**config.mk**
```make
export PLATFORM = sky130hd
export DESIGN_NAME = nce_div
export DESIGN_NICKNAME = d
export VERILOG_FILES = /design/src/rtl/nce_pkg.sv /design/src/rtl/nce_div.sv
export SDC_FILE = /design/constraint.sdc
export NUM_CORES = 1
export LEC_CHECK = 0
export BUFFER_PORTS_ARGS = -buffer_cell sky130_fd_sc_hd__buf_2
export CAP_MARGIN = 20
export CORE_MARGIN = 1
export CORE_UTILIZATION = 55
export DETAILED_ROUTE_END_ITERATION = 16
export PLACE_DENSITY_LB_ADDON = 0.1
export SLEW_MARGIN = 40
export SYNTH_ARGS = -nofsm -noshare
export SYNTH_HDL_FRONTEND = slang
export SYNTH_SLANG_ARGS = --single-unit
```
**constraint.sdc**
```tcl
create_clock -name clk -period 3.41 [get_ports clk]
set_clock_uncertainty 0.05 [all_clocks]
set_input_delay 1.023 -clock clk [delete_from_list [all_inputs] [get_ports clk]]
set_output_delay 1.023 -clock clk [all_outputs]
set_load 0.02 [all_outputs]
```
**src/rtl/nce_pkg.sv**
```systemverilog
`timescale 1ns / 1ps

package nce_pkg;

    localparam int MAX_POINTS = 64;
    localparam int MAX_ORDER  = 8;
    localparam int PT_AW      = $clog2(MAX_POINTS);
    localparam int WIN_AW     = $clog2(MAX_ORDER);
    localparam int ORD_W      = $clog2(MAX_ORDER + 1);

    localparam int BASIS_W = 31;
    localparam logic [BASIS_W-1:0] BASIS_ONE = 31'h4000_0000;

    localparam int DIV_NW = 60;
    localparam int DIV_DW = 27;
    localparam int DIV_CW = $clog2(DIV_NW + 1);

    localparam logic REQ_WRITE = 1'b0;
    localparam logic REQ_EVAL  = 1'b1;

    localparam logic [1:0] CFG_POINT_COUNT  = 2'd0;
    localparam logic [1:0] CFG_SPLINE_ORDER = 2'd1;
    localparam logic [1:0] CFG_SAMPLE_COUNT = 2'd2;

    typedef logic signed [31:0] coord_t;

    typedef struct packed {
        coord_t      x;
        coord_t      y;
        coord_t      z;
        logic [23:0] w;
    } point_t;

    typedef struct packed {
        logic              start;
        logic [DIV_NW-1:0] dividend;
        logic [DIV_DW-1:0] divisor;
    } div_req_t;

    typedef struct packed {
        logic              busy;
        logic              done;
        logic [DIV_NW-1:0] quotient;
    } div_rsp_t;

    typedef enum logic [4:0] {
        S_IDLE,
        S_SETUP,
        S_LIN_RD0,
        S_LIN_RD1,
        S_LIN_CAP,
        S_LIN_MUL,
        S_LIN_DIV,
        S_LIN_WAIT,
        S_TQ_START,
        S_TQ_WAIT,
        S_SPAN,
        S_BAS_T,
        S_BAS_ABS,
        S_BAS_DIV,
        S_BAS_WR,
        S_SUM_RD,
        S_SUM_BW,
        S_SUM_MUL,
        S_SUM_ADD,
        S_FIN,
        S_FIN_DIV,
        S_FIN_WAIT,
        S_DONE
    } state_t;

endpackage

```
**src/rtl/nce_div.sv**
```systemverilog
`timescale 1ns / 1ps

module nce_div
    import nce_pkg::*;
(
    input  logic     clk,
    input  logic     rst_n,
    input  div_req_t req,
    output div_rsp_t rsp
);

    logic              busy_reg;
    logic              done_reg;
    logic [DIV_CW-1:0] cnt_reg;
    logic [DIV_NW-1:0] quo_reg;
    logic [DIV_DW-1:0] den_reg;
    logic [DIV_DW-1:0] rem_reg;
    logic [DIV_DW:0]   trial;
    logic              fits;

    always_comb
    begin
        trial = {rem_reg, quo_reg[DIV_NW-1]};
        fits  = trial >= {1'b0, den_reg};
    end

    always_ff @(posedge clk or negedge rst_n)
    begin
        if (!rst_n)
        begin
            busy_reg <= 1'b0;
            done_reg <= 1'b0;
            cnt_reg  <= '0;
        end
        else
        begin
            done_reg <= 1'b0;
            if (req.start)
            begin
                busy_reg <= 1'b1;
                cnt_reg  <= DIV_CW'(DIV_NW);
            end
            else if (busy_reg)
            begin
                cnt_reg <= cnt_reg - 1'b1;
                if (cnt_reg == DIV_CW'(1))
                begin
                    busy_reg <= 1'b0;
                    done_reg <= 1'b1;
                end
            end
        end
    end

    always_ff @(posedge clk)
    begin
        if (req.start)
        begin
            quo_reg <= req.dividend;
            den_reg <= req.divisor;
            rem_reg <= '0;
        end
        else if (busy_reg)
        begin
            quo_reg <= {quo_reg[DIV_NW-2:0], fits};
            rem_reg <= fits ? DIV_DW'(trial - {1'b0, den_reg}) : trial[DIV_DW-1:0];
        end
    end

    assign rsp.busy     = busy_reg;
    assign rsp.done     = done_reg;
    assign rsp.quotient = quo_reg;

endmodule

```
==> flow_metrics.tcl <==
set metrics [dict create \
    cts_buffer_depth 2 \
    num_vias 4861 \
    grt_pass1_wl_microns 22830 \
    cts_setup_buffers 0 \
    place_congestion 0.8534 \
    hp-class "in -> async" \
    rows 39 \
    slowest_stage "fa_1" \
    setup_viol 0 \
    netlist_area_sq_mm 0.006609 \
    cts_buffers 17 \
    synthCells 581 \
    coreArea_sq_mm 0.01156 \
    cts_tree "built" \
    status "complete, but fails checks" \
    holdBufCountCts 0 \
    dp.cells 846 \
    criticalPathCategory "reg -> reg" \
    fin_crit_ns 3.044 \
    via_per_inst 5.536 \
    final_nets 842 \
    power.density_mw_per_mm2 524.5 \
    largest_register_ffs 60 \
    drt_first_pass_iters 10 \
    syn2layout_area_growth_pct 21.62 \
    layout-drive-gt1-share_pct 34.83 \
    clockRootBuffer "clkbuf_16" \
    antenna_found_initial 0 \
    finalCritPeriodShare_pct 89.26 \
    ant_nets 0 \
    slew_headroom_pct 57.92 \
    grt_use_total_pct 23.27 \
    wl_per_cell_microns 15.59 \
    cp-start-kind "flop" \
    finalMaxSlewViolations 0 \
    dp_hpwl_microns 9779 \
    clkSinkCount 122 \
    hold_viol_final 0 \
    pin_count 152 \
    stdcell_count 878 \
    cts_max_level 4 \
    drtIter0Drc 317 \
    clk_pin_slew_ns 0.06 \
    ys_seq_area_share_pct 50.74 \
    n_fill_cell 865 \
    cp_data_arrival_time_ns 3.25 \
    syn_nets 701 \
    violations "design-rule violations" \
    p_leak_nw 3.420 \
    irDropWorstVdd_uv 444.8 \
    worst_pin_slew_ns 0.6312 \
    clk_latency_ns 0.42 \
    worst_setup_path_end_kind "flop" \
    post_cts_resized 0 \
    drcViolationCount 6 \
    initial_utilization_pct 57.15 \
    die_area_sq_mm 0.01246 \
    synth-edff-count 87 \
    power_mw 4.216 \
    rsz0062_at_grt "false" \
    ys_async_sr_fraction_pct 6.557 \
    cpPeakStageDelay_ns 0.40 \
    synth-seq-cells 122 \
    synth.distinct_cells 59 \
    grt_pass1_vias 4834 \
    syn_area_per_cell_sq_um 11.37 \
    num_antenna_cells 0 \
    die_x_microns 111.6 \
    hold_ws_ns 0.3857 \
    grt.overflow.total 0 \
    synth_warnings 0 \
    cp.required_ns 3.62 \
    grt_max_degree 65 \
    drt_wl_total_microns 13680 \
    timing.max_cap.violations 0 \
    setup_tns_ns 0 \
    dieHeight_microns 111.6 \
    critPathMaxFanout 12 \
    synthFlopType "edfxtp_1" \
    crit_chain "inv_1, ha_1, fa_1, nand2b_1, a21o_1, a21oi_1, o21ai_0, nand3_1, and2_1, buf_4, mux2i_1, a211oi_1" \
    portBuffers 151 \
    max_freq_mhz 328.5 \
]
==> power breakdown <==
group	leakage [nW]	internal, mW	total [mW]	switching [mW]
registers	1.20	1.72	1.77	0.0541
logic	1.91	0.226	0.516	0.290
clock network	0.307	1.29	1.93	0.644
==> layout by cell type, fill, tap and decap left out, types with 3 or more instances in the layout <==
cell         n
clkinv_2     3
nand3_1     11
a31oi_1      3
bufinv_16    5
mux2_2      59
buf_4        9
nor3b_1      9
inv_1       32
o31a_1       3
nor2b_1      3
dfrtp_1      7
clkinv_1     3
nand4_1      8
o21bai_1     3
xor2_1      15
and2_1       4
mux2i_1     17
o21a_1       6
nand2_1     31
a211oi_1    23
a311oi_1     3
a21o_1       7
edfxtp_1    87
nor2_1      42
dfxtp_1     27
xnor2_1     12
clkbuf_16   17
o21ai_0     19
nor3_1       5
nand2b_1     8
o211ai_1     7
ha_1        29
a21oi_1     32
buf_2      150
==> layout make-up <==
type / count / area [sq um] / area share [%]
inverter: 33 / 123.9 / 1.541
timing repair buffer: 159 / 818.3 / 10.18
multi-input combinational: 389 / 2932 / 36.47
clock inverter: 14 / 201.4 / 2.506
clock buffer: 18 / 429.2 / 5.339
sequential: 122 / 3354 / 41.73
tap: 143 / 178.9 / 2.226
==> Yosys cell counts, drive strengths merged, types with 6 or more instances <==
cell | number | share of area (%)
o21a | 6 | 0.68
a21o | 7 | 0.80
nand4 | 8 | 0.76
dfxtp | 27 | 8.2
nor2 | 43 | 2.5
dfrtp | 8 | 3.0
o21ai | 19 | 1.4
a211oi | 23 | 2.6
buf | 20 | 2.1
mux2 | 59 | 10
edfxtp | 87 | 40
o211ai | 7 | 0.80
ha | 29 | 5.5
nand2 | 32 | 1.9
nor3b | 9 | 1.0
nor3 | 6 | 0.53
xor2 | 15 | 2.0
a21oi | 32 | 2.4
inv | 33 | 1.9
nand3 | 11 | 0.83
clkbuf | 17 | 0.97
mux2i | 17 | 2.6
nand2b | 8 | 0.76
xnor2 | 12 | 1.6
==> routing by layer <==
| metal | GRT usage [%] | part of all wire [%] | vias to the layer above |
|---|---|---|---|
| li1 | - | - | 2417 |
| met1 | 29.56 | 45 | 2298 |
| met2 | 38.50 | 49 | 129 |
| met3 | 6.750 | 4.9 | 17 |
| met4 | 7.297 | 1.5 | 0 |
| met5 | 0 | 0 | - |
==> per-stage QoR <==
step | area (sq um) | setup slack, ns | util (%)
after floorplan | 6609 | 0.1007 | -
after global placement | 7407 | 0.5557 | 64.05
after detailed placement | 7407 | 0.4186 | 64.05
after CTS | 8038 | 0.3705 | 69.50
after global routing | 8038 | 0.1727 | 69.50
final | 8038 | 0.3661 | 69.50
==> path summary, 6_finish.rpt <==
kind	to	start	cells past startpoint	slack (ns)
setup / recovery	rem_reg[6]	quo_reg[59]	12	0.37
hold / removal	cnt_reg[3]	rst_n	1	0.39
setup reg to reg	rem_reg[6]	quo_reg[59]	12	0.37
hold reg to reg	rem_reg[15]	rem_reg[15]	2	0.45
max in group asynchronous	busy_reg	rst_n	1	2.75
min in group clk	rem_reg[15]	rem_reg[15]	2	0.45
==> cell families (layout without fill, tap and decap cells) <==
family	count (synthesis)	after routing	share of synthesized area, %
AO/OA/AOI/OAI	120	120	12.08
XOR/XNOR	27	27	3.578
adder cells (fa/ha/maj)	30	30	5.793
buffers and inverters	70	224	4.903
flip-flops	122	122	50.74
multiplexers	76	76	12.63
AND/OR/NAND/NOR	136	136	10.28
==> worst max-delay path: cells and delay by family (launching register included) <==
family | cells | cell delay [ns]
AOI/OAI and AO/OA | 4 | 0.61
adders and majority gates | 2 | 0.62
buffers and inverters | 2 | 0.36
DFF | 1 | 0.37
muxes | 1 | 0.24
and+or+nand+nor | 3 | 0.64
Note: power is estimated with default switching activity, not from simulation.
